<file path="config.mk">
export PLATFORM = sky130hd
export DESIGN_NAME = modular_exponentiation_unit
export DESIGN_NICKNAME = d
export VERILOG_FILES = /design/src/hdl/modexp_pkg.sv /design/src/hdl/modular_exponentiation_unit.sv /design/src/hdl/modexp_mulser.sv /design/src/hdl/modexp_seq.sv
export SDC_FILE = /design/constraint.sdc
export NUM_CORES = 1
export LEC_CHECK = 0
export CORE_MARGIN = 2
export CORE_UTILIZATION = 35
export CTS_CLUSTER_SIZE = 20
export DETAILED_ROUTE_END_ITERATION = 10
export DONT_BUFFER_PORTS = 1
export PLACE_DENSITY_LB_ADDON = 0.05
export RECOVER_POWER = 100
export SETUP_SLACK_MARGIN = 0.02
export SLEW_MARGIN = 20
export SYNTH_ARGS = -nofsm -noshare
export SYNTH_HDL_FRONTEND = slang
export SYNTH_SLANG_ARGS = --single-unit
</file>
<file path="constraint.sdc">
create_clock -name clk -period 8.19 [get_ports clk]
set_input_delay 1.2285 -clock clk [delete_from_list [all_inputs] [get_ports clk]]
set_output_delay 1.2285 -clock clk [all_outputs]
set_load 0.01 [all_outputs]
</file>
<file path="src/hdl/modexp_pkg.sv">
// Shared constants of the modular exponentiation unit.
// No dependencies; imported by the sequencer and the top level.
`timescale 1ns / 1ps

package modexp_pkg;

	// Command codes
	localparam logic CMD_POWER   = 1'b0;
	localparam logic CMD_INVERSE = 1'b1;

	// Register index of the modulus register
	localparam logic REG_MODULUS = 1'b0;

	// Modulus after reset, cut to the modulus width where it is used
	localparam logic [63:0] MODULUS_RESET = 64'd1000000007;

endpackage

</file>
<file path="src/hdl/modular_exponentiation_unit.sv">
// Modular exponentiation unit, top level: modulus register, sequencer, multiplier.
// Depends on modexp_pkg, modexp_mulser and modexp_seq.
`timescale 1ns / 1ps

// Use:
//   Configuration: the modulus register sits at byte address 0 of the APB-style
//   port; pready is always high, a write lands at the access cycle. Write it only
//   while busy is low and no result is pending.
//   Command: drive cmd, base, exponent with start; the word is taken at the clock
//   edge where start is high and busy is low. cmd selects power (base^exponent)
//   or inverse (base^(modulus-2), an inverse only for a prime modulus).
//   Result: result is valid for exactly one cycle while done is high; the
//   receiver cannot stall it, so capture it then. busy is low in that cycle and a
//   new command may be taken at the same edge.
//   Products: each modular product runs on one bit-serial multiplier, one bit of
//   the multiplier operand per cycle. A command takes one product to reduce the
//   base, one square per exponent bit and one multiply per set bit of the
//   exponent used. With a modulus below two the result (zero) follows in the
//   cycle after accept.
//   Reset: the modulus returns to 1000000007 (cut to MOD_BITS), the block is idle.
module modular_exponentiation_unit #(
	parameter int EXP_BITS = 32,
	parameter int MOD_BITS = 30,
	localparam int DATA_W  = (MOD_BITS > 32) ? 64 : 32,
	localparam int BYTE_W  = (MOD_BITS > 32) ? 3 : 2,
	localparam int ADDR_W  = BYTE_W + 1
) (
	input  logic                clk,
	input  logic                arst_n,
	// configuration port
	input  logic                psel,
	input  logic                penable,
	input  logic                pwrite,
	input  logic [ADDR_W-1:0]   paddr,
	input  logic [DATA_W-1:0]   pwdata,
	output logic [DATA_W-1:0]   prdata,
	output logic                pready,
	// command channel
	input  logic                start,
	output logic                busy,
	input  logic                cmd,
	input  logic [MOD_BITS-1:0] base,
	input  logic [EXP_BITS-1:0] exponent,
	// result channel
	output logic                done,
	output logic [MOD_BITS-1:0] result
);

	import modexp_pkg::*;

	logic [MOD_BITS-1:0] modulus_q;
	logic                cfg_write;
	logic                reg_hit;

	logic                mul_start;
	logic [MOD_BITS-1:0] mul_a;
	logic [MOD_BITS-1:0] mul_b;
	logic                mul_done;
	logic [MOD_BITS-1:0] mul_prod;

	// decode: the top address bit is the register index, the rest are byte lanes
	assign reg_hit   = (paddr[ADDR_W-1] == REG_MODULUS);
	assign cfg_write = psel && penable && pwrite && pready;
	assign pready    = 1'b1;
	assign prdata    = reg_hit ? DATA_W'(modulus_q) : '0;

	// hold the modulus; writes past the register list are dropped
	always_ff @(posedge clk or negedge arst_n) begin
		if (!arst_n) begin
			modulus_q <= MODULUS_RESET[MOD_BITS-1:0];
		end else if (cfg_write && reg_hit) begin
			modulus_q <= pwdata[MOD_BITS-1:0];
		end
	end

	// exponent scan and base reduction
	modexp_seq #(
		.EXP_BITS(EXP_BITS),
		.MOD_BITS(MOD_BITS)
	) u_seq (
		.clk      (clk),
		.arst_n   (arst_n),
		.start    (start),
		.cmd      (cmd),
		.base     (base),
		.exponent (exponent),
		.m        (modulus_q),
		.busy     (busy),
		.done     (done),
		.result   (result),
		.mul_start(mul_start),
		.mul_a    (mul_a),
		.mul_b    (mul_b),
		.mul_done (mul_done),
		.mul_prod (mul_prod)
	);

	// shared bit-serial modular multiplier
	modexp_mulser #(
		.MOD_BITS(MOD_BITS)
	) u_mulser (
		.clk   (clk),
		.arst_n(arst_n),
		.start (mul_start),
		.a     (mul_a),
		.b     (mul_b),
		.m     (modulus_q),
		.done  (mul_done),
		.prod  (mul_prod)
	);

endmodule

</file>
<file path="src/hdl/modexp_mulser.sv">
// Bit-serial modular multiplier: prod = a * b mod m, one bit of b per cycle.
// Depends on nothing; instantiated by the top level.
`timescale 1ns / 1ps

module modexp_mulser #(
	parameter int MOD_BITS = 30
) (
	input  logic                clk,
	input  logic                arst_n,
	input  logic                start,
	input  logic [MOD_BITS-1:0] a,
	input  logic [MOD_BITS-1:0] b,
	input  logic [MOD_BITS-1:0] m,
	output logic                done,
	output logic [MOD_BITS-1:0] prod
);

	localparam int CNT_W = $clog2(MOD_BITS);

	logic                run_q;
	logic                done_q;
	logic [CNT_W-1:0]    cnt_q;
	logic [MOD_BITS-1:0] a_q;
	logic [MOD_BITS-1:0] b_q;
	logic [MOD_BITS-1:0] r_q;

	logic [MOD_BITS:0]   dbl;
	logic [MOD_BITS:0]   dbl_red;
	logic [MOD_BITS:0]   sum;
	logic [MOD_BITS:0]   sum_red;
	logic [MOD_BITS-1:0] r_next;

	// r = 2r mod m, then add a mod m when the current bit of b is set
	always_comb begin
		dbl     = {r_q, 1'b0};
		dbl_red = (dbl >= {1'b0, m}) ? (dbl - {1'b0, m}) : dbl;
		sum     = dbl_red + {1'b0, a_q};
		sum_red = (sum >= {1'b0, m}) ? (sum - {1'b0, m}) : sum;
		r_next  = b_q[MOD_BITS-1] ? sum_red[MOD_BITS-1:0] : dbl_red[MOD_BITS-1:0];
	end

	always_ff @(posedge clk or negedge arst_n) begin
		if (!arst_n) begin
			run_q  <= 1'b0;
			done_q <= 1'b0;
			cnt_q  <= '0;
			a_q    <= '0;
			b_q    <= '0;
			r_q    <= '0;
		end else begin
			done_q <= 1'b0;
			if (start) begin
				run_q <= 1'b1;
				cnt_q <= CNT_W'(MOD_BITS - 1);
				a_q   <= a;
				b_q   <= b;
				r_q   <= '0;
			end else if (run_q) begin
				r_q <= r_next;
				b_q <= {b_q[MOD_BITS-2:0], 1'b0};
				cnt_q <= cnt_q - CNT_W'(1);
				if (cnt_q == '0) begin
					run_q  <= 1'b0;
					done_q <= 1'b1;
				end
			end
		end
	end

	assign done = done_q;
	assign prod = r_q;

endmodule

</file>
<file path="src/hdl/modexp_seq.sv">
// Sequencer: base reduction, then square-and-multiply over the exponent bits.
// Depends on modexp_pkg; drives one modexp_mulser.
`timescale 1ns / 1ps

module modexp_seq #(
	parameter int EXP_BITS = 32,
	parameter int MOD_BITS = 30
) (
	input  logic                clk,
	input  logic                arst_n,
	input  logic                start,
	input  logic                cmd,
	input  logic [MOD_BITS-1:0] base,
	input  logic [EXP_BITS-1:0] exponent,
	input  logic [MOD_BITS-1:0] m,
	output logic                busy,
	output logic                done,
	output logic [MOD_BITS-1:0] result,
	output logic                mul_start,
	output logic [MOD_BITS-1:0] mul_a,
	output logic [MOD_BITS-1:0] mul_b,
	input  logic                mul_done,
	input  logic [MOD_BITS-1:0] mul_prod
);

	import modexp_pkg::*;

	localparam int BIT_W  = $clog2(EXP_BITS);
	localparam int WIDE_W = (EXP_BITS > MOD_BITS) ? EXP_BITS : MOD_BITS;

	typedef enum logic [1:0] {
		IDLE,
		REDUCE,
		SQUARE,
		MULT
	} state_t;

	state_t              state_q;
	logic                done_q;
	logic                start_q;
	logic [MOD_BITS-1:0] result_q;
	logic [MOD_BITS-1:0] a_q;
	logic [MOD_BITS-1:0] b_q;
	logic [MOD_BITS-1:0] base_q;
	logic [EXP_BITS-1:0] exp_q;
	logic [BIT_W-1:0]    bit_q;

	logic                accept;
	logic                mod_small;
	logic [MOD_BITS-1:0] m_minus2;
	logic [WIDE_W-1:0]   inv_wide;
	logic [EXP_BITS-1:0] exp_sel;
	logic                last_bit;

	always_comb begin
		accept    = start && (state_q == IDLE);
		mod_small = ~|m[MOD_BITS-1:1];
		m_minus2  = m - MOD_BITS'(2);
		inv_wide  = WIDE_W'(m_minus2);
		exp_sel   = (cmd == CMD_POWER) ? exponent : inv_wide[EXP_BITS-1:0];
		last_bit  = (bit_q == '0);
	end

	always_ff @(posedge clk or negedge arst_n) begin
		if (!arst_n) begin
			state_q  <= IDLE;
			done_q   <= 1'b0;
			start_q  <= 1'b0;
			result_q <= '0;
			a_q      <= '0;
			b_q      <= '0;
			base_q   <= '0;
			exp_q    <= '0;
			bit_q    <= '0;
		end else begin
			done_q  <= 1'b0;
			start_q <= 1'b0;
			case (state_q)
				IDLE: begin
					if (accept) begin
						if (mod_small) begin
							result_q <= '0;
							done_q   <= 1'b1;
						end else begin
							// reduce the base as 1 * base mod m
							exp_q   <= exp_sel;
							bit_q   <= BIT_W'(EXP_BITS - 1);
							a_q     <= MOD_BITS'(1);
							b_q     <= base;
							start_q <= 1'b1;
							state_q <= REDUCE;
						end
					end
				end
				REDUCE: begin
					if (mul_done) begin
						base_q  <= mul_prod;
						a_q     <= MOD_BITS'(1);
						b_q     <= MOD_BITS'(1);
						start_q <= 1'b1;
						state_q <= SQUARE;
					end
				end
				SQUARE: begin
					if (mul_done) begin
						if (exp_q[EXP_BITS-1]) begin
							a_q     <= mul_prod;
							b_q     <= base_q;
							start_q <= 1'b1;
							state_q <= MULT;
						end else if (last_bit) begin
							result_q <= mul_prod;
							done_q   <= 1'b1;
							state_q  <= IDLE;
						end else begin
							exp_q   <= {exp_q[EXP_BITS-2:0], 1'b0};
							bit_q   <= bit_q - BIT_W'(1);
							a_q     <= mul_prod;
							b_q     <= mul_prod;
							start_q <= 1'b1;
						end
					end
				end
				MULT: begin
					if (mul_done) begin
						if (last_bit) begin
							result_q <= mul_prod;
							done_q   <= 1'b1;
							state_q  <= IDLE;
						end else begin
							exp_q   <= {exp_q[EXP_BITS-2:0], 1'b0};
							bit_q   <= bit_q - BIT_W'(1);
							a_q     <= mul_prod;
							b_q     <= mul_prod;
							start_q <= 1'b1;
							state_q <= SQUARE;
						end
					end
				end
				default: begin
					state_q <= IDLE;
				end
			endcase
		end
	end

	assign busy      = (state_q != IDLE);
	assign done      = done_q;
	assign result    = result_q;
	assign mul_start = start_q;
	assign mul_a     = a_q;
	assign mul_b     = b_q;

endmodule

</file>
==> flow_summary.yaml <==
run_status:
  status: "finished with violations"
  violations: "capacitance limit, slew limit"
synth:
  yosysSeqAreaShare_pct: 39.94
  synth_warnings: 0
  ys_types: 84
  synthesis.area_mm2: 0.01809
  ys_seq_elements: 288
  synth.avg_cell_area_um2: 9.273
  ys.flop_type: "dfrtp_1"
  synth-edff-count: 0
  synth_cells: 1951
  synthArstFlopShare_pct: 100.0
placement:
  gp_congestion: 0.8623
  dpl.hpwl_um: 42980
  dp.cells: 2596
  portBuffers: 0
finish:
  nFillCells: 5187
  register_area_mm2: 0.007227
  area_growth_pct: 10.94
  stdcell_count: 2660
  final_nets: 2157
  drive_gt1_share_pct: 11.92
  multi_input_area_mm2: 0.01012
  utilization_pct: 39.20
  diodes: 0
sta:
  max_freq_ghz: 0.1295
  hold_viol: 0
  min_period_over_period_pct: 94.25
  slew_headroom_pct: -140.4
  finalSetupTns_ns: 0
  finalSetupViolations: 0
  hold_ws_ns: 0.3764
  skew_ns: 0.02747
  fin_crit_ns: 7.719
  finalMaxSlewViolations: 473
  tightest_slew_ns: 3.606
job:
  drv_cap: 11
worst_hold_path:
  hp-class: "primary input to asynchronous set/reset pin"
worst_setup_path:
  cp.arrival_ns: 8.16
  start_kind: "flip-flop"
  cp.required_ns: 8.63
  critPathMaxStageDelay_ns: 0.62
  crit_path_end_kind: "flip-flop"
  critPathKind: "flip-flop to flip-flop"
  path_max_fanout: 13
  crit_slowest_cell: "a21oi_1"
clocking:
  cts_tree: "done"
  clk_pin_slew_worst_paths_ns: 0.06
  numCtsBuffers: 37
  cts_setup_buffers: 0
  clk_latency_ns: 0.56
  root_buffer: "clkbuf_16"
  h-tree-depth: 2
  clockBufferDepth: 3
  cts_sinks: 288
grt:
  grt_pass1_vias: 14720
  grt_pass1_wl_um: 91950
  antenna_found_initial: 2
  grt_use_total_pct: 22.51
  grt_max_degree: 289
  globalRouteOverflowTotal: 0
routing:
  post_drt_wl_per_cell_um: 22.56
  drt_iter0_markers: 1096
  ant_nets: 0
  vias: 14860
  viasPerCell: 5.585
  wl_um: 60020
  drc: 0
  dr.pass1.iters: 6
die:
  start_util_pct: 35.34
  die_area_mm2: 0.05353
  fp.coreArea_mm2: 0.05120
  boundaryPins: 169
  die_h_um: 231.4
  rows: 83
  die_w_um: 231.4
pwr:
  vdd_ir_drop_max_uv: 323.4
  power_density_mw_per_mm2: 525.2
  leakage_nw: 9.301
==> cell type report <==
type	instances	share of cell area (%)
Sequential cell	288	36.01
Timing Repair Buffer	75	2.518
Tap cell	680	4.239
Multi-Input combinational cell	1492	50.41
Inverter	61	1.141
Clock inverter	9	0.3803
Clock buffer	55	5.305
==> flip-flops by register name, indices dropped and copies added, names as in the netlist <==
name and cells:
u_seq.exp_q 32, u_mulser.cnt_q 5, u_seq.mul_a 30, u_mulser.a_q 30, u_seq.mul_b 30, u_seq.state_q 2
u_seq.result 30, u_mulser.b_q 30, u_seq.bit_q 5, u_mulser.prod 30, u_seq.mul_start 1, u_mulser.run_q 1
u_seq.base_q 30, u_seq.done 1, u_mulser.done 1, modulus_q 30
==> worst max-delay path, delay by kind of cell, from the launching register on <==
kind	cells	cell delay, ns
AOI/OAI and AO/OA	16	3.83
and+or+nand+nor	7	1.28
adders and majority gates	3	1.14
DFF	1	0.55
xor gates and xnor gates	2	0.35
buffers and inverters	2	0.32
muxes	1	0.09
==> through the flow <==
| stage | cell area, um^2 | worst slack, ns | power, W |
|---|---|---|---|
| finish | 20070 | 0.4706 | 0.01054 |
| global route | 20070 | -0.02431 | 0.01147 |
| CTS | 20210 | 0.3573 | 0.01063 |
| detailed placement | 19070 | 0.4346 | 0.008995 |
| global placement | 19070 | 0.5042 | 0.008962 |
| floorplan | 18100 | 1.118 | 0.007105 |
==> timing repair <==
action | in CTS | in global routing
resized for setup | 0 | 5
hold buffers | 0 | 0
setup endpoints to repair | 0 | 30
==> power by group <==
| group | total [W] | switching [W] | internal, W |
|---|---|---|---|
| sequential | 0.00218 | 0.000361 | 0.00182 |
| clock | 0.00157 | 0.000663 | 0.000903 |
| combinational | 0.00680 | 0.00395 | 0.00285 |
| total | 0.0105 | 0.00497 | 0.00557 |
==> cell usage after synthesis, types with 13 or more instances <==
cell type / count / area, um^2
buf_2: 13 / 65.06
o211ai_1: 21 / 157.7
xnor2_1: 74 / 648.1
a22o_1: 29 / 254.0
dfrtp_1: 272 / 6807
a211oi_1: 36 / 270.3
nand2_1: 262 / 983.4
nand4_1: 20 / 125.1
nand2b_1: 18 / 112.6
nor2_1: 127 / 476.7
mux2i_1: 60 / 600.6
nand3_1: 48 / 240.2
a222oi_1: 30 / 300.3
mux2_2: 99 / 1115
a21o_1: 32 / 240.2
a21oi_1: 135 / 675.7
o21ai_0: 160 / 800.8
xor2_1: 28 / 245.2
nor3_1: 21 / 105.1
inv_1: 59 / 221.5
and3_1: 13 / 81.33
ha_1: 95 / 1189
clkbuf_1: 77 / 289.0
dfstp_2: 16 / 420.4
==> path summary, 6_finish.rpt <==
path | startpoint | to | slack [ns] | cells past startpoint
min reg2reg | u_seq.mul_b[20] | u_seq.mul_b[20] | 0.48 | 2
min in group clk | u_seq.mul_b[20] | u_seq.mul_b[20] | 0.48 | 2
max in group asynchronous | arst_n | u_seq.mul_a[18] | 7.29 | 0
min | arst_n | u_seq.mul_b[4] | 0.38 | 0
max reg2reg | modulus_q[9] | u_mulser.prod[28] | 0.47 | 31
max | modulus_q[9] | u_mulser.prod[28] | 0.47 | 31
==> metal layers <==
metal  vias to the layer above  part of all wire (%)  track usage, %
li1                       7058                     -               -
met1                      7351                    46           30.99
met2                       354                    47           36.63
met3                        92                   4.1           2.756
met4                         2                   2.9           7.440
met5                         -                 0.027               0
==> logic make-up after synthesis <==
| kind of cell | after synthesis | share of synthesized area [%] |
|---|---|---|
| buf+inv | 172 | 4.018 |
| flops | 288 | 39.94 |
| other cells | 2 | 0.04151 |
| simple gates | 567 | 14.16 |
| fa+ha+maj | 98 | 6.902 |
| xor+xnor | 102 | 4.938 |
| compound gates | 563 | 20.51 |
| mux | 159 | 9.481 |
==> layout by cell type, fill, tap and decap left out, drive strengths merged, types with 7 or more instances in the layout <==
master / netlist / final
or3: 10 / 10
a21o: 33 / 33
mux2i: 60 / 60
clkinv: 1 / 8
clkbuf: 78 / 77
nor2b: 10 / 10
dfrtp: 272 / 272
o21a: 10 / 10
buf: 33 / 53
mux2: 99 / 99
nand4: 20 / 20
inv: 60 / 61
a211oi: 36 / 36
xnor2: 74 / 74
a22o: 29 / 29
nand3: 48 / 48
a31oi: 11 / 11
a21oi: 136 / 136
nor2: 127 / 127
nand2b: 18 / 18
and2: 8 / 8
nand2: 262 / 262
a222oi: 30 / 30
o31ai: 10 / 10
xor2: 28 / 28
o211ai: 21 / 21
nor3b: 8 / 8
nor4: 7 / 7
ha: 95 / 95
o21ai: 174 / 174
a22oi: 7 / 7
and3: 13 / 13
nor3: 21 / 21
o21bai: 7 / 7
dfstp: 16 / 16
Power figures use the tool's default switching activity.
